--- config.mk ---
export PLATFORM = sky130hd
export DESIGN_NAME = i2c_master_byte_sequencer_flat
export DESIGN_NICKNAME = d
export VERILOG_FILES = /design/src/rtl/i2cm_pkg.sv /design/src/rtl/i2cm_if.sv /design/src/rtl/i2cm_step.sv /design/src/rtl/i2cm_rsp_reg.sv /design/src/rtl/i2c_master_byte_sequencer.sv /design/src/flat_wrapper.sv
export SDC_FILE = /design/constraint.sdc
export NUM_CORES = 1
export LEC_CHECK = 0
export ABC_AREA = 0
export BUFFER_PORTS_ARGS = -buffer_cell sky130_fd_sc_hd__clkbuf_2
export CAP_MARGIN = 20
export CORE_MARGIN = 3
export CORE_UTILIZATION = 59
export DETAILED_ROUTE_END_ITERATION = 16
export GPL_TIMING_DRIVEN = 0
export PLACE_DENSITY_LB_ADDON = 0.08
export SYNTH_ARGS = -nofsm -noshare
export SYNTH_HDL_FRONTEND = slang
export SYNTH_SLANG_ARGS = --single-unit
--- constraint.sdc ---
create_clock -name clock -period 3.33 [get_ports clock]
set_input_delay 0.4995 -clock clock [delete_from_list [all_inputs] [get_ports clock]]
set_output_delay 0.4995 -clock clock [all_outputs]
set_load 0.01 [all_outputs]
--- src/rtl/i2cm_pkg.sv ---
// Shared types and constants for the I2C master byte sequencer.
`default_nettype none
package i2cm_pkg;

   localparam int unsigned BITS_PER_BYTE = 8;
   localparam logic [15:0] DELAY_RESET   = 16'd500;

   // Command codes carried in the kind field
   typedef enum logic [2:0] {
      CMD_TICK  = 3'd0,
      CMD_START = 3'd1,
      CMD_STOP  = 3'd2,
      CMD_WRITE = 3'd3,
      CMD_READ  = 3'd4
   } cmd_type;

   // Bus segment within one command
   typedef enum logic [3:0] {
      PH_IDLE = 4'd0,
      PH_SEG1 = 4'd1,
      PH_SEG2 = 4'd2,
      PH_SEG3 = 4'd3,
      PH_SEG4 = 4'd4
   } phase_type;

   typedef struct packed {
      phase_type   phase;
      cmd_type     command_kind;
      logic [15:0] delay_count;
      logic [3:0]  bit_index;
      logic [7:0]  shift_reg;
      logic [7:0]  rx_reg;
      logic        ack_flag;
      logic        scl_reg;
      logic        sda_reg;
      logic        ack_out_reg;
   } state_type;

   typedef struct packed {
      logic       scl_level;
      logic       sda_level;
      logic       busy_res;
      logic       done_res;
      logic [7:0] rx_byte;
      logic       ack_received;
   } rsp_data_type;

endpackage
`default_nettype wire

--- src/rtl/i2cm_if.sv ---
// Channel interfaces: command input, result output and delay register write.
`default_nettype none
interface i2cm_req_if;
   logic       valid;
   logic       ready;
   logic [2:0] kind;
   logic [7:0] tx_byte;
   logic       ack_to_send;
   logic       sda_in;

   modport source (output valid, kind, tx_byte, ack_to_send, sda_in, input ready);
   modport sink   (input valid, kind, tx_byte, ack_to_send, sda_in, output ready);
endinterface

interface i2cm_rsp_if;
   logic       valid;
   logic       ready;
   logic       scl_level;
   logic       sda_level;
   logic       busy_res;
   logic       done_res;
   logic [7:0] rx_byte;
   logic       ack_received;

   modport source (output valid, scl_level, sda_level, busy_res, done_res, rx_byte,
                   ack_received, input ready);
   modport sink   (input valid, scl_level, sda_level, busy_res, done_res, rx_byte,
                   ack_received, output ready);
endinterface

interface i2cm_csr_if;
   logic        valid;
   logic        ready;
   logic [15:0] data;

   modport source (output valid, data, input ready);
   modport sink   (input valid, data, output ready);
endinterface
`default_nettype wire

--- src/rtl/i2cm_step.sv ---
// Next-state logic for one clock tick of the byte sequencer.
`default_nettype none
module i2cm_step (
   input  i2cm_pkg::state_type st,
   input  logic [2:0]          kind,
   input  logic [7:0]          tx_byte,
   input  logic                ack_to_send,
   input  logic                sda_in,
   input  logic [15:0]         delay_ticks,
   output i2cm_pkg::state_type nx,
   output logic                done
);
   import i2cm_pkg::*;

   logic [15:0] seg_last;
   logic [3:0]  bit_next;
   logic [7:0]  shift_next;

   // Enter a segment: set its line levels and load the hold count
   function automatic state_type enter_seg(state_type s, phase_type p, logic [15:0] cnt);
      state_type r;
      r = s;
      r.phase = p;
      r.delay_count = cnt;
      unique case (s.command_kind)
         CMD_START: begin
            if (p == PH_SEG2) r.sda_reg = 1'b1;
            else if (p == PH_SEG3) r.scl_reg = 1'b1;
            else if (p == PH_SEG4) r.sda_reg = 1'b0;
         end
         CMD_STOP: begin
            if (p == PH_SEG1) r.sda_reg = 1'b0;
            else if (p == PH_SEG2) r.scl_reg = 1'b1;
         end
         default: begin
            if (p == PH_SEG1) begin
               r.scl_reg = 1'b0;
               r.sda_reg = (s.command_kind == CMD_WRITE) ? s.shift_reg[7] : 1'b1;
            end else if (p == PH_SEG3) begin
               r.scl_reg = 1'b0;
               r.sda_reg = (s.command_kind == CMD_WRITE) ? 1'b1 : ~s.ack_out_reg;
            end else begin
               r.scl_reg = 1'b1;
            end
         end
      endcase
      return r;
   endfunction

   // A delay of zero acts as one tick per segment
   assign seg_last   = (delay_ticks == 16'd0) ? 16'd0 : delay_ticks - 16'd1;
   assign bit_next   = st.bit_index + 4'd1;
   assign shift_next = (st.command_kind == CMD_READ) ? {st.shift_reg[6:0], sda_in}
                                                     : {st.shift_reg[6:0], 1'b0};

   always_comb begin
      state_type t;
      t    = st;
      nx   = st;
      done = 1'b0;
      if (st.phase == PH_IDLE) begin
         // Launch a command; other kinds leave the block idle
         if (kind == CMD_START || kind == CMD_STOP || kind == CMD_WRITE ||
             kind == CMD_READ) begin
            t.command_kind = cmd_type'(kind);
            t.bit_index    = 4'd0;
            t.shift_reg    = (kind == CMD_WRITE) ? tx_byte : 8'd0;
            t.ack_out_reg  = ack_to_send;
            nx = enter_seg(t, PH_SEG1, seg_last);
         end
      end else if (st.delay_count != 16'd0) begin
         // Hold the current segment
         nx.delay_count = st.delay_count - 16'd1;
      end else begin
         // Segment over: advance or complete
         unique case (st.command_kind)
            CMD_START: begin
               if (st.phase != PH_SEG4) begin
                  nx = enter_seg(st, phase_type'(st.phase + 4'd1), seg_last);
               end else begin
                  nx.scl_reg = 1'b0;
                  done = 1'b1;
               end
            end
            CMD_STOP: begin
               if (st.phase == PH_SEG1) begin
                  nx = enter_seg(st, PH_SEG2, seg_last);
               end else begin
                  nx.sda_reg = 1'b1;
                  done = 1'b1;
               end
            end
            default: begin
               if (st.phase == PH_SEG1) begin
                  nx = enter_seg(st, PH_SEG2, seg_last);
               end else if (st.phase == PH_SEG2) begin
                  t.shift_reg = shift_next;
                  t.bit_index = bit_next;
                  nx = enter_seg(t, bit_next[3] ? PH_SEG3 : PH_SEG1, seg_last);
               end else if (st.phase == PH_SEG3) begin
                  nx = enter_seg(st, PH_SEG4, seg_last);
               end else begin
                  if (st.command_kind == CMD_WRITE) nx.ack_flag = ~sda_in;
                  else nx.rx_reg = st.shift_reg;
                  nx.scl_reg = 1'b0;
                  done = 1'b1;
               end
            end
         endcase
         if (done) begin
            nx.phase       = PH_IDLE;
            nx.delay_count = 16'd0;
         end
      end
   end

endmodule
`default_nettype wire

--- src/rtl/i2cm_rsp_reg.sv ---
// Result output register: holds one transaction until the sink takes it.
`default_nettype none
module i2cm_rsp_reg (
   input  logic                   clock,
   input  logic                   reset,
   input  logic                   load,
   input  i2cm_pkg::rsp_data_type data_in,
   output logic                   free,
   i2cm_rsp_if.source             rsp
);
   import i2cm_pkg::*;

   logic         valid_ff;
   logic         valid_in;
   rsp_data_type data_ff;

   // Room for a new result when empty or when the held one leaves now
   assign free     = !valid_ff || rsp.ready;
   assign valid_in = load || (valid_ff && !rsp.ready);

   always_ff @(posedge clock) begin
      if (reset) begin
         valid_ff <= 1'b0;
      end else begin
         valid_ff <= valid_in;
      end
   end

   always_ff @(posedge clock) begin
      if (load) begin
         data_ff <= data_in;
      end
   end

   assign rsp.valid        = valid_ff;
   assign rsp.scl_level    = data_ff.scl_level;
   assign rsp.sda_level    = data_ff.sda_level;
   assign rsp.busy_res     = data_ff.busy_res;
   assign rsp.done_res     = data_ff.done_res;
   assign rsp.rx_byte      = data_ff.rx_byte;
   assign rsp.ack_received = data_ff.ack_received;

endmodule
`default_nettype wire

--- src/rtl/i2c_master_byte_sequencer.sv ---
// Top level of the I2C master byte sequencer.
//
//   channel  dir  handshake           payload
//   req      in   req.valid/ready     kind, tx_byte, ack_to_send, sda_in
//   rsp      out  rsp.valid/ready     scl_level, sda_level, busy_res, done_res,
//                                     rx_byte, ack_received
//   csr      in   csr.valid/ready     data (delay_ticks)
//
// One transaction is one bus tick: its result shows in the output register in the
// cycle after it is accepted, so a tick can follow every cycle while no result is stalled.
// The sequencer state register and the output register lie on that path.
// Reset clears the sequencer to idle with both lines released, delay 500.
// A stalled result holds the input off; the next tick is taken in the cycle
// the held result leaves. Delay writes are always accepted.
`default_nettype none
module i2c_master_byte_sequencer (
   input  logic       clock,
   input  logic       reset,
   i2cm_req_if.sink   req,
   i2cm_rsp_if.source rsp,
   i2cm_csr_if.sink   csr
);
   import i2cm_pkg::*;

   state_type    st_ff;
   state_type    st_in;
   logic [15:0]  delay_ticks_ff;
   logic         done;
   logic         free;
   logic         accept;
   rsp_data_type rsp_data;

   assign req.ready = free;
   assign accept    = req.valid && free;
   assign csr.ready = 1'b1;

   // Hold the delay register
   always_ff @(posedge clock) begin
      if (reset) begin
         delay_ticks_ff <= DELAY_RESET;
      end else if (csr.valid) begin
         delay_ticks_ff <= csr.data;
      end
   end

   i2cm_step u_step (
      .st          (st_ff),
      .kind        (req.kind),
      .tx_byte     (req.tx_byte),
      .ack_to_send (req.ack_to_send),
      .sda_in      (req.sda_in),
      .delay_ticks (delay_ticks_ff),
      .nx          (st_in),
      .done        (done)
   );

   // Advance the sequencer state on each accepted tick
   always_ff @(posedge clock) begin
      if (reset) begin
         st_ff <= '{phase: PH_IDLE, command_kind: CMD_TICK, delay_count: 16'd0,
                    bit_index: 4'd0, shift_reg: 8'd0, rx_reg: 8'd0, ack_flag: 1'b0,
                    scl_reg: 1'b1, sda_reg: 1'b1, ack_out_reg: 1'b0};
      end else if (accept) begin
         st_ff <= st_in;
      end
   end

   // Build the result from the updated state
   assign rsp_data = '{scl_level: st_in.scl_reg, sda_level: st_in.sda_reg,
                       busy_res: (st_in.phase != PH_IDLE), done_res: done,
                       rx_byte: st_in.rx_reg, ack_received: st_in.ack_flag};

   i2cm_rsp_reg u_rsp_reg (
      .clock   (clock),
      .reset   (reset),
      .load    (accept),
      .data_in (rsp_data),
      .free    (free),
      .rsp     (rsp)
   );

`ifndef SYNTH
   a_done_not_busy: assert property (@(posedge clock) disable iff (reset)
      rsp.valid |-> !(rsp.done_res && rsp.busy_res))
      else $error("result reports done while still busy");

   a_idle_count_zero: assert property (@(posedge clock) disable iff (reset)
      (st_ff.phase == PH_IDLE) |-> (st_ff.delay_count == 16'd0))
      else $error("hold count left running while idle");

   a_bit_index_range: assert property (@(posedge clock) disable iff (reset)
      st_ff.bit_index <= 4'd8)
      else $error("bit index beyond one byte");

   a_tick_stays_idle: assert property (@(posedge clock) disable iff (reset)
      (accept && st_ff.phase == PH_IDLE && req.kind == CMD_TICK)
      |=> (st_ff.phase == PH_IDLE))
      else $error("plain tick started a command");
`endif

endmodule
`default_nettype wire
--- src/flat_wrapper.sv ---
// flat-port wrapper written by rule: the top's interface ports become plain ports
module i2c_master_byte_sequencer_flat import i2cm_pkg::*;
  (clock, reset, req_valid, req_kind, req_tx_byte, req_ack_to_send, req_sda_in, req_ready, rsp_valid, rsp_scl_level, rsp_sda_level, rsp_busy_res, rsp_done_res, rsp_rx_byte, rsp_ack_received, rsp_ready, csr_valid, csr_data, csr_ready);
  i2cm_req_if req_i ();
  i2cm_rsp_if rsp_i ();
  i2cm_csr_if csr_i ();
  input  logic clock;
  input  logic reset;
  input wire logic [$bits(req_i.valid)-1:0] req_valid;
  input wire logic [$bits(req_i.kind)-1:0] req_kind;
  input wire logic [$bits(req_i.tx_byte)-1:0] req_tx_byte;
  input wire logic [$bits(req_i.ack_to_send)-1:0] req_ack_to_send;
  input wire logic [$bits(req_i.sda_in)-1:0] req_sda_in;
  output wire logic [$bits(req_i.ready)-1:0] req_ready;
  output wire logic [$bits(rsp_i.valid)-1:0] rsp_valid;
  output wire logic [$bits(rsp_i.scl_level)-1:0] rsp_scl_level;
  output wire logic [$bits(rsp_i.sda_level)-1:0] rsp_sda_level;
  output wire logic [$bits(rsp_i.busy_res)-1:0] rsp_busy_res;
  output wire logic [$bits(rsp_i.done_res)-1:0] rsp_done_res;
  output wire logic [$bits(rsp_i.rx_byte)-1:0] rsp_rx_byte;
  output wire logic [$bits(rsp_i.ack_received)-1:0] rsp_ack_received;
  input wire logic [$bits(rsp_i.ready)-1:0] rsp_ready;
  input wire logic [$bits(csr_i.valid)-1:0] csr_valid;
  input wire logic [$bits(csr_i.data)-1:0] csr_data;
  output wire logic [$bits(csr_i.ready)-1:0] csr_ready;
  assign req_i.valid = req_valid;
  assign req_i.kind = req_kind;
  assign req_i.tx_byte = req_tx_byte;
  assign req_i.ack_to_send = req_ack_to_send;
  assign req_i.sda_in = req_sda_in;
  assign req_ready = req_i.ready;
  assign rsp_valid = rsp_i.valid;
  assign rsp_scl_level = rsp_i.scl_level;
  assign rsp_sda_level = rsp_i.sda_level;
  assign rsp_busy_res = rsp_i.busy_res;
  assign rsp_done_res = rsp_i.done_res;
  assign rsp_rx_byte = rsp_i.rx_byte;
  assign rsp_ack_received = rsp_i.ack_received;
  assign rsp_i.ready = rsp_ready;
  assign csr_i.valid = csr_valid;
  assign csr_i.data = csr_data;
  assign csr_ready = csr_i.ready;
  i2c_master_byte_sequencer u_core (.clock(clock), .reset(reset), .req(req_i), .rsp(rsp_i), .csr(csr_i));
endmodule
==> results of run 1 <==
[cell usage after synthesis, types with 6 or more instances]
cell      count  area (um2)
nand2b_1      7        43.8
a211o_1       6        52.6
a211oi_1      7        52.6
a31oi_1       8        50.1
nand2_1      28         105
ha_1          7        87.6
edfxtp_1     13         390
o21ai_0      24         120
xnor2_1      10        87.6
dfxtp_1      64        1280
a21oi_1      29         145
o211ai_1      6        45.0
mux2i_1      21         210
a221oi_1      9        78.8
nor2_1       52         195
mux2_2       12         135
or4_1         7        52.6
nand3_1      19        95.1
nor4_1       10        62.6
clkbuf_1     21        78.8
inv_1        12        45.0
xor2_1       10        87.6
nor2b_1      19         119
buf_2         6        30.0
nor3_1       26         130
[layout make-up]
| class | count | area [um2] |
|---|---|---|
| Fill cell | 561 | 2040 |
| Clock inverter | 7 | 75.1 |
| Timing Repair Buffer | 48 | 250 |
| Sequential cell | 77 | 1670 |
| Multi-Input combinational cell | 382 | 2490 |
| Clock buffer | 9 | 124 |
| Inverter | 12 | 45.0 |
| Tap cell | 96 | 120 |
| Buffer | 30 | 124 |
[worst min-delay path by stage]
stage                                       endpoint
4_1_cts        u_core.delay_ticks_ff[2]$_SDFFE_PP1P_
6_report       u_core.delay_ticks_ff[2]$_SDFFE_PP1P_
3_5_place_dp            u_core.st_ff[0]$_SDFFE_PP0P_
3_3_place_gp            u_core.st_ff[0]$_SDFFE_PP0P_
5_1_grt        u_core.delay_ticks_ff[6]$_SDFFE_PP1P_
2_1_floorplan           u_core.st_ff[0]$_SDFFE_PP0P_
[state kept, by name, summed over array words and instances, names as in the netlist]
signal and count:
u_core.u_rsp_reg.rsp.sda_level 1, u_core.u_rsp_reg.rsp.rx_byte 8, u_core.u_rsp_reg.rsp.scl_level 1, u_core.u_rsp_reg.rsp.valid 1, u_core.delay_ticks_ff 16, u_core.u_rsp_reg.rsp.ack_received 1, u_core.u_rsp_reg.rsp.busy_res 1, u_core.u_rsp_reg.rsp.done_res 1
u_core.st_ff 47
[cell usage in the layout (no fill, tap or decap), types with 9 or more instances in the layout]
| master | count |
|---|---|
| a221oi_1 | 9 |
| nand3_1 | 19 |
| a21oi_1 | 29 |
| xnor2_1 | 10 |
| clkbuf_2 | 47 |
| clkbuf_8 | 9 |
| nor3_1 | 26 |
| nor4_1 | 10 |
| nor2b_1 | 19 |
| edfxtp_1 | 13 |
| nand2_1 | 28 |
| xor2_1 | 10 |
| nor2_1 | 52 |
| mux2i_1 | 21 |
| o21ai_0 | 24 |
| clkbuf_1 | 21 |
| inv_1 | 12 |
| mux2_2 | 12 |
| dfxtp_1 | 64 |
[per-layer routing]
metal  vias to the layer above  GRT usage  wire (um)
met5                         -          0          0
li1                       1977          -          -
met4                         0     0.0941        214
met2                       222      0.416       5040
met3                        27     0.0607       1010
met1                      1886      0.396       5090
[metrics by stage]
| stage | instance area [um2] | setup slack (ns) |
|---|---|---|
| after floorplan | 4330 | 0.744 |
| after global placement | 4690 | 0.268 |
| after detailed placement | 4700 | 0.257 |
| after CTS | 4900 | 0.243 |
| after global routing | 4900 | 0.00847 |
| final | 4900 | 0.119 |
[power by group through the flow]
stage          Clock, mW  Combinational, mW  Sequential (mW)
5_1_grt            0.779              0.594             1.08
2_1_floorplan          0              0.383             1.08
4_1_cts            0.738              0.532             1.07
3_5_place_dp           0              0.528             1.09
3_3_place_gp           0              0.514             1.09
6_report           0.730              0.542             1.07
[kinds of logic (layout without fill, tap and decap cells)]
family          count (synthesis)  count (layout)  synth area share
compound gates                117             117             0.180
buf+inv                        42             106            0.0390
simple gates                  204             204             0.254
flops                          77              77             0.386
fa+ha+maj                       7               7            0.0202
xor+xnor                       20              20            0.0404
other cells                     1               1          0.000865
mux                            33              33            0.0797
==> flow_summary.json, run 1 <==
{
  "antenna_left": 0,
  "internal_power_mw": 1.57,
  "coreArea_um2": 6940,
  "max_freq_ghz": 0.311,
  "ys_seq_area_frac": 0.386,
  "seq_power_share": 0.456,
  "path_depth": 7,
  "totalPowerFinal_mw": 2.34,
  "async_flop_share": 0,
  "syn_area_per_cell_um2": 8.65,
  "synthCells": 501,
  "hold_ws_ns": 0.330,
  "setup_viol": 0,
  "clk_latency_ns": 0.37,
  "synth.distinct_cells": 62,
  "finalWirelength_um": 11300,
  "peakVddDrop_mv": 0.340,
  "hold_class": "input port to flip-flop",
  "die_x_um": 91.7,
  "yosys_register_bits": 77,
  "vias": 4112,
  "grt_overflow": 0,
  "cts_hold_buffers": 0,
  "final_nets": 601,
  "antenna_cells": 0,
  "grt_pass1_vias": 3790,
  "ctsResizeCount": 0,
  "grt_use_total": 0.277,
  "place.port_buffers": 47,
  "synth.cell_area_um2": 4330,
  "cap_violations": 0,
  "fin_util": 0.706,
  "status": "completed",
  "dieArea_um2": 8410,
  "slowest_stage": "or4b_2",
  "dp.cells": 645,
  "synthFlopType": "dfxtp_1",
  "fin_crit_ns": 3.21,
  "finalWeightedCongestion": 0.949,
  "start_kind": "flip-flop",
  "timing.max_slew.rel_slack": 0.258,
  "cts.clk_slew.worst_paths_ns": 0.09,
  "holdCritStartpoint": "csr_data[2]",
  "crit_chain": "inv_1 > ha_1 > or4b_2 > a21oi_1 > nor3b_2 > nand4_1 > a311oi_2",
  "cts_tree": "yes",
  "drc_errors": 0,
  "grt_pass1_wl_um": 18800,
  "p_sw_frac": 0.330,
  "finalClockSkew_ns": 0.00948,
  "area_growth_syn_to_layout_pct": 13.1,
  "rsz0062_at_grt": "false",
  "die_h_um": 91.7,
  "slowest_delay_ns": 0.69,
  "power.switching_uw": 772,
  "ctsLongestPathBuffers": 2,
  "fin_setup_tns_ns": 0,
  "worstMarginPinSlew_ns": 1.11,
  "crit_required_ns": 3.61,
  "worstPathArrival_ns": 3.50,
  "critical_path.top_delay_family": "simple AND/OR/NAND/NOR gates",
  "grt_max_degree": 17,
  "pin_count": 50,
  "wl_per_cell_um": 17.2,
  "cp-end-kind": "flip-flop",
  "period_share": 0.964,
  "clkPwrFrac": 0.312,
  "instances_no_fill": 661,
  "worstReg2RegStart": "u_core.st_ff[44]$_SDFFE_PP0P_",
  "r2r_setup_slack_ns": 0.12,
  "crit_start": "u_core.st_ff[44]$_SDFFE_PP0P_",
  "crit_type": "flip-flop to flip-flop",
  "postCtsSetupRepairBufs": 0,
  "report.final.slew_viol_count": 0,
  "drt_iter0_markers": 390,
  "drive_gt1_frac": 0.168,
  "cts_sinks": 77,
  "initial_core_util": 0.624,
  "root_buffer": "clkbuf_8",
  "critPathMaxFanout": 8,
  "num_rows": 30,
  "synth_edf_count": 13,
  "viasPerCell": 6.22,
  "first_pass_iters": 5,
  "pwr_density_cell_nw_per_um2": 477,
  "r2r-end": "u_core.st_ff[12]$_SDFFE_PP0P_",
  "hpwl_um": 8210,
  "hold_violations": 0,
  "syn-num-nets": 542,
  "min_path_cells": 2,
  "crit_end": "u_core.st_ff[12]$_SDFFE_PP0P_",
  "numCtsBuffers": 9,
  "antenna_found_initial": 0,
  "synth_warnings": 0,
  "rr_worst_depth": 7,
  "leakagePower_nw": 1.91,
  "critPathBufInv": 1,
  "pwr-share-comb": 0.232,
  "cts-htree-levels": 3
}
(Power assumes the default switching activity.)
==> inputs of run 2 (changes only) <==
--- a/config.mk
+++ b/config.mk
@@ -6,11 +6,11 @@
 export NUM_CORES = 1
 export LEC_CHECK = 0
 export ABC_AREA = 0
-export BUFFER_PORTS_ARGS = -buffer_cell sky130_fd_sc_hd__clkbuf_2
 export CAP_MARGIN = 20
 export CORE_MARGIN = 3
-export CORE_UTILIZATION = 59
+export CORE_UTILIZATION = 64
 export DETAILED_ROUTE_END_ITERATION = 16
+export DONT_BUFFER_PORTS = 1
 export GPL_TIMING_DRIVEN = 0
 export PLACE_DENSITY_LB_ADDON = 0.08
 export SYNTH_ARGS = -nofsm -noshare
==> flow_summary.json, run 2 (synthesized netlist as in run 1, its figures left out) <==
{
  "status": "completed",
  "multi_input_area_um2": 2500,
  "r2r_setup_slack_ns": 0.24,
  "pwr-share-comb": 0.225,
  "crit_type": "flip-flop to flip-flop",
  "cts_hold_buffers": 0,
  "fillers": 489,
  "grt_overflow": 0,
  "power.switching_uw": 754,
  "critPathMaxFanout": 8,
  "dp.cells": 578,
  "r2r-end": "u_core.st_ff[12]$_SDFFE_PP0P_",
  "finalWirelength_um": 11200,
  "first_pass_iters": 5,
  "layout_common_cells": "64 x dfxtp_1, 52 x nor2_1, 29 x a21oi_1, 28 x nand2_1, 26 x nor3_1",
  "initial_core_util": 0.671,
  "cp-end-kind": "flip-flop",
  "pwr_density_cell_nw_per_um2": 482,
  "final_common_cell": "dfxtp_1",
  "die_x_um": 88.3,
  "worstMarginPinSlew_ns": 0.756,
  "top_register": "u_core.st_ff",
  "leakagePower_nw": 1.72,
  "finalWeightedCongestion": 0.934,
  "place.port_buffers": 0,
  "fin_area_um2": 4640,
  "rsz0062_at_grt": "false",
  "ctsLongestPathBuffers": 2,
  "drc_errors": 0,
  "peakVddDrop_mv": 0.380,
  "seqCellArea_um2": 1670,
  "max_freq_ghz": 0.324,
  "rr_worst_depth": 7,
  "numCtsBuffers": 9,
  "p_sw_frac": 0.338,
  "hold_violations": 0,
  "crit_chain": "inv_1 > ha_1 > or4b_2 > a21oi_1 > nor3b_4 > nand4_1 > a311oi_2",
  "area_growth_syn_to_layout_pct": 6.99,
  "clkPwrFrac": 0.293,
  "timing.max_slew.rel_slack": 0.493,
  "hold_class": "input port to flip-flop",
  "cts_sinks": 77,
  "num_rows": 29,
  "postCtsSetupRepairBufs": 0,
  "path_depth": 7,
  "slowest_stage": "or4b_2",
  "crit_start": "u_core.st_ff[44]$_SDFFE_PP0P_",
  "crit_required_ns": 3.59,
  "grt_pass1_wl_um": 18100,
  "wl_per_cell_um": 18.7,
  "report.final.slew_viol_count": 0,
  "viasPerCell": 6.57,
  "fin_crit_ns": 3.09,
  "finalClockSkew_ns": 0.0116,
  "antenna_cells": 0,
  "worstPathArrival_ns": 3.35,
  "instances_no_fill": 596,
  "ctsResizeCount": 0,
  "antenna_left": 0,
  "internal_power_mw": 1.48,
  "holdCritStartpoint": "req_sda_in",
  "period_share": 0.927,
  "start_kind": "flip-flop",
  "cap_violations": 0,
  "worstReg2RegStart": "u_core.st_ff[44]$_SDFFE_PP0P_",
  "hpwl_um": 8010,
  "grt_max_degree": 23,
  "critical_path.top_delay_family": "simple AND/OR/NAND/NOR gates",
  "antenna_found_initial": 0,
  "totalPowerFinal_mw": 2.23,
  "clk_latency_ns": 0.35,
  "dieArea_um2": 7790,
  "cts_tree": "yes",
  "root_buffer": "clkbuf_8",
  "pin_count": 50,
  "coreArea_um2": 6460,
  "cts.clk_slew.worst_paths_ns": 0.09,
  "slowest_delay_ns": 0.69,
  "seq_power_share": 0.482,
  "final_nets": 555,
  "die_h_um": 88.3,
  "vias": 3917,
  "drive_gt1_frac": 0.0963,
  "critPathBufInv": 1,
  "grt_pass1_vias": 3676,
  "largest_reg_flops": 47,
  "fin_setup_tns_ns": 0,
  "min_path_cells": 1,
  "drt_iter0_markers": 404,
  "setup_viol": 0,
  "dpl-instance-area_um2": 4430,
  "grt_use_total": 0.297,
  "min_to": "u_core.st_ff[3]$_SDFFE_PP0P_",
  "cts-htree-levels": 3
}
[run 2: cell types whose count changed in the layout (fill, tap and decap cells not counted), sizes merged]
| cell | delta |
|---|---|
| buf | +1 |
| bufinv | -1 |
| clkbuf | -47 |
| clkinvlp | -1 |
| inv | +2 |
[run 2: cell type report]
cell class                      instances  share of cell area
Buffer                                 30              0.0267
Clock buffer                            9              0.0267
Clock inverter                          7              0.0121
Inverter                               12             0.00972
Multi-Input combinational cell        382               0.539
Sequential cell                        77               0.361
Tap cell                               77              0.0208
Timing Repair Buffer                    2             0.00432
[run 2: metal layers]
layer / up-vias / routed length (um) / GRT usage
met3: 19 / 892 / 0.0680
li1: 1877 / - / -
met5: - / 0 / 0
met1: 1845 / 4960 / 0.406
met4: 0 / 163 / 0.0948
met2: 176 / 5160 / 0.468
[run 2: worst max-delay path by stage]
| stage | endpoint | slack (ns) |
|---|---|---|
| final | u_core.st_ff[12]$_SDFFE_PP0P_ | 0.24 |
| after CTS | u_core.st_ff[12]$_SDFFE_PP0P_ | 0.17 |
| after floorplan | u_core.u_rsp_reg.rsp.rx_byte[0]$_DFFE_PP_ | 0.74 |
| after global placement | u_core.st_ff[12]$_SDFFE_PP0P_ | 0.20 |
| after detailed placement | u_core.st_ff[12]$_SDFFE_PP0P_ | 0.20 |
| after global routing | u_core.st_ff[30]$_SDFFE_PP0P_ | 0.08 |
[run 2: power groups by stage]
stage / clock network (mW) / registers (mW) / logic [mW]
2_1_floorplan: 0 / 1.08 / 0.383
3_3_place_gp: 0 / 1.09 / 0.473
3_5_place_dp: 0 / 1.10 / 0.482
4_1_cts: 0.663 / 1.08 / 0.486
5_1_grt: 0.704 / 1.09 / 0.550
6_report: 0.655 / 1.08 / 0.502
[run 2: per-stage QoR]
step                hold WS [ns]  utilization  setup WS [ns]
finish                     0.258        0.718          0.244
global route               0.239        0.718         0.0787
CTS                        0.250        0.714          0.169
detailed placement         0.472        0.686          0.195
global placement           0.466        0.686          0.196
floorplan                  0.449            -          0.744
==> inputs of run 3 (changes only) <==
--- a/config.mk
+++ b/config.mk
@@ -7,8 +7,10 @@
 export LEC_CHECK = 0
 export ABC_AREA = 0
 export CAP_MARGIN = 20
+export CELL_PAD_IN_SITES_DETAIL_PLACEMENT = 0
+export CELL_PAD_IN_SITES_GLOBAL_PLACEMENT = 1
 export CORE_MARGIN = 3
-export CORE_UTILIZATION = 64
+export CORE_UTILIZATION = 48
 export DETAILED_ROUTE_END_ITERATION = 16
 export DONT_BUFFER_PORTS = 1
 export GPL_TIMING_DRIVEN = 0
==> flow_summary.json, run 3 (synthesized netlist as in run 1, its figures left out) <==
{
  "grt_pass1_vias": 3643,
  "finalWeightedCongestion": 0.854,
  "pin_count": 50,
  "cts_sinks": 77,
  "numCtsBuffers": 9,
  "place.port_buffers": 0,
  "fillers": 844,
  "antenna_cells": 0,
  "crit_type": "flip-flop to flip-flop",
  "grt_pass1_wl_um": 18800,
  "crit_required_ns": 3.60,
  "die_h_um": 101,
  "peakVddDrop_mv": 0.249,
  "grt_max_degree": 15,
  "fin_crit_ns": 3.11,
  "setup_viol": 0,
  "top_register": "u_core.st_ff",
  "worstPathArrival_ns": 3.38,
  "cts_hold_buffers": 0,
  "cts-htree-levels": 3,
  "fin_setup_tns_ns": 0,
  "ctsResizeCount": 0,
  "multi_input_area_um2": 2500,
  "leakagePower_nw": 1.73,
  "ctsLongestPathBuffers": 2,
  "hpwl_um": 8260,
  "r2r_setup_slack_ns": 0.22,
  "timing.max_slew.rel_slack": 0.469,
  "report.final.slew_viol_count": 0,
  "dieArea_um2": 10200,
  "final_nets": 555,
  "place_ws_ns": 0.137,
  "num_rows": 34,
  "layout_common_cells": "64 x dfxtp_1, 52 x nor2_1, 29 x a21oi_1, 28 x nand2_1, 26 x nor3_1",
  "totalPowerFinal_mw": 2.30,
  "first_pass_iters": 5,
  "die_x_um": 101,
  "cap_violations": 0,
  "drive_gt1_frac": 0.0944,
  "coreArea_um2": 8760,
  "grt_use_total": 0.234,
  "area_growth_syn_to_layout_pct": 8.35,
  "finalWirelength_um": 11400,
  "critPathMaxFanout": 8,
  "root_buffer": "clkbuf_8",
  "instances_no_fill": 627,
  "drt_iter0_markers": 251,
  "largest_reg_flops": 47,
  "viasPerCell": 6.07,
  "hold_ws_ns": 0.256,
  "cts_tree": "yes",
  "clk_latency_ns": 0.35,
  "seqCellArea_um2": 1670,
  "drc_errors": 0,
  "hold_violations": 0,
  "wl_per_cell_um": 18.3,
  "rsz0062_at_grt": "false",
  "setup_slack_ns": 0.221,
  "cp-end-kind": "flip-flop",
  "hold_class": "input port to flip-flop",
  "initial_core_util": 0.494,
  "finalClockSkew_ns": 0.00942,
  "status": "completed",
  "max_freq_ghz": 0.322,
  "cts.clk_slew.worst_paths_ns": 0.09,
  "worstMarginPinSlew_ns": 0.796,
  "period_share": 0.934,
  "postCtsSetupRepairBufs": 0,
  "grt_overflow": 0,
  "pwr_density_cell_nw_per_um2": 491,
  "antenna_found_initial": 0,
  "start_kind": "flip-flop",
  "dp.cells": 610,
  "vias": 3804,
  "final_common_cell": "dfxtp_1",
  "antenna_left": 0
}
[run 3: worst max-delay path, stage by stage (launching register included)]
cell and delay [ns]:
dfxtp_1 0.52, inv_1 0.13, ha_1 0.31, or4b_2 0.67
a21oi_1 0.36, nor3b_4 0.48, nand4_1 0.23, a311oi_2 0.31
[run 3: layer usage]
layer	vias to the layer above	part of all wire	global-route usage
li1	1876	-	-
met4	0	0.013	0.0675
met2	101	0.45	0.350
met5	-	0	0
met1	1809	0.49	0.340
met3	18	0.047	0.0471
[run 3: area by class of cell]
cell class              instances  share of cell area
flip-flops and latches         77               0.356
plain buffers                  30              0.0264
clock inverters                 7              0.0163
inverters                      12             0.00959
multi-input cells             382               0.532
repair buffers                  2             0.00426
clock buffers                   9              0.0264
well taps                     108              0.0288
[run 3: report_power, final]
part | switching, mW | leakage [nW] | internal (mW)
combinational | 0.314 | 0.981 | 0.190
clock | 0.374 | 0.0970 | 0.349
sequential | 0.0665 | 0.653 | 1.01
[run 3: path summary, 6_finish.rpt]
path | startpoint | to | depth (start not counted)
setup reg to reg | u_core.st_ff[44]$_SDFFE_PP0P_ | u_core.st_ff[12]$_SDFFE_PP0P_ | 7
hold / removal | req_sda_in | u_core.st_ff[3]$_SDFFE_PP0P_ | 1
hold reg to reg | u_core.st_ff[0]$_SDFFE_PP0P_ | u_core.st_ff[0]$_SDFFE_PP0P_ | 2
setup / recovery | u_core.st_ff[44]$_SDFFE_PP0P_ | u_core.st_ff[12]$_SDFFE_PP0P_ | 7
[run 3: stage by stage]
stage | cell area (um2) | util
after floorplan | 4330 | -
after global placement | 4470 | 0.510
after detailed placement | 4480 | 0.512
after CTS | 4680 | 0.534
after global routing | 4690 | 0.536
final | 4690 | 0.536
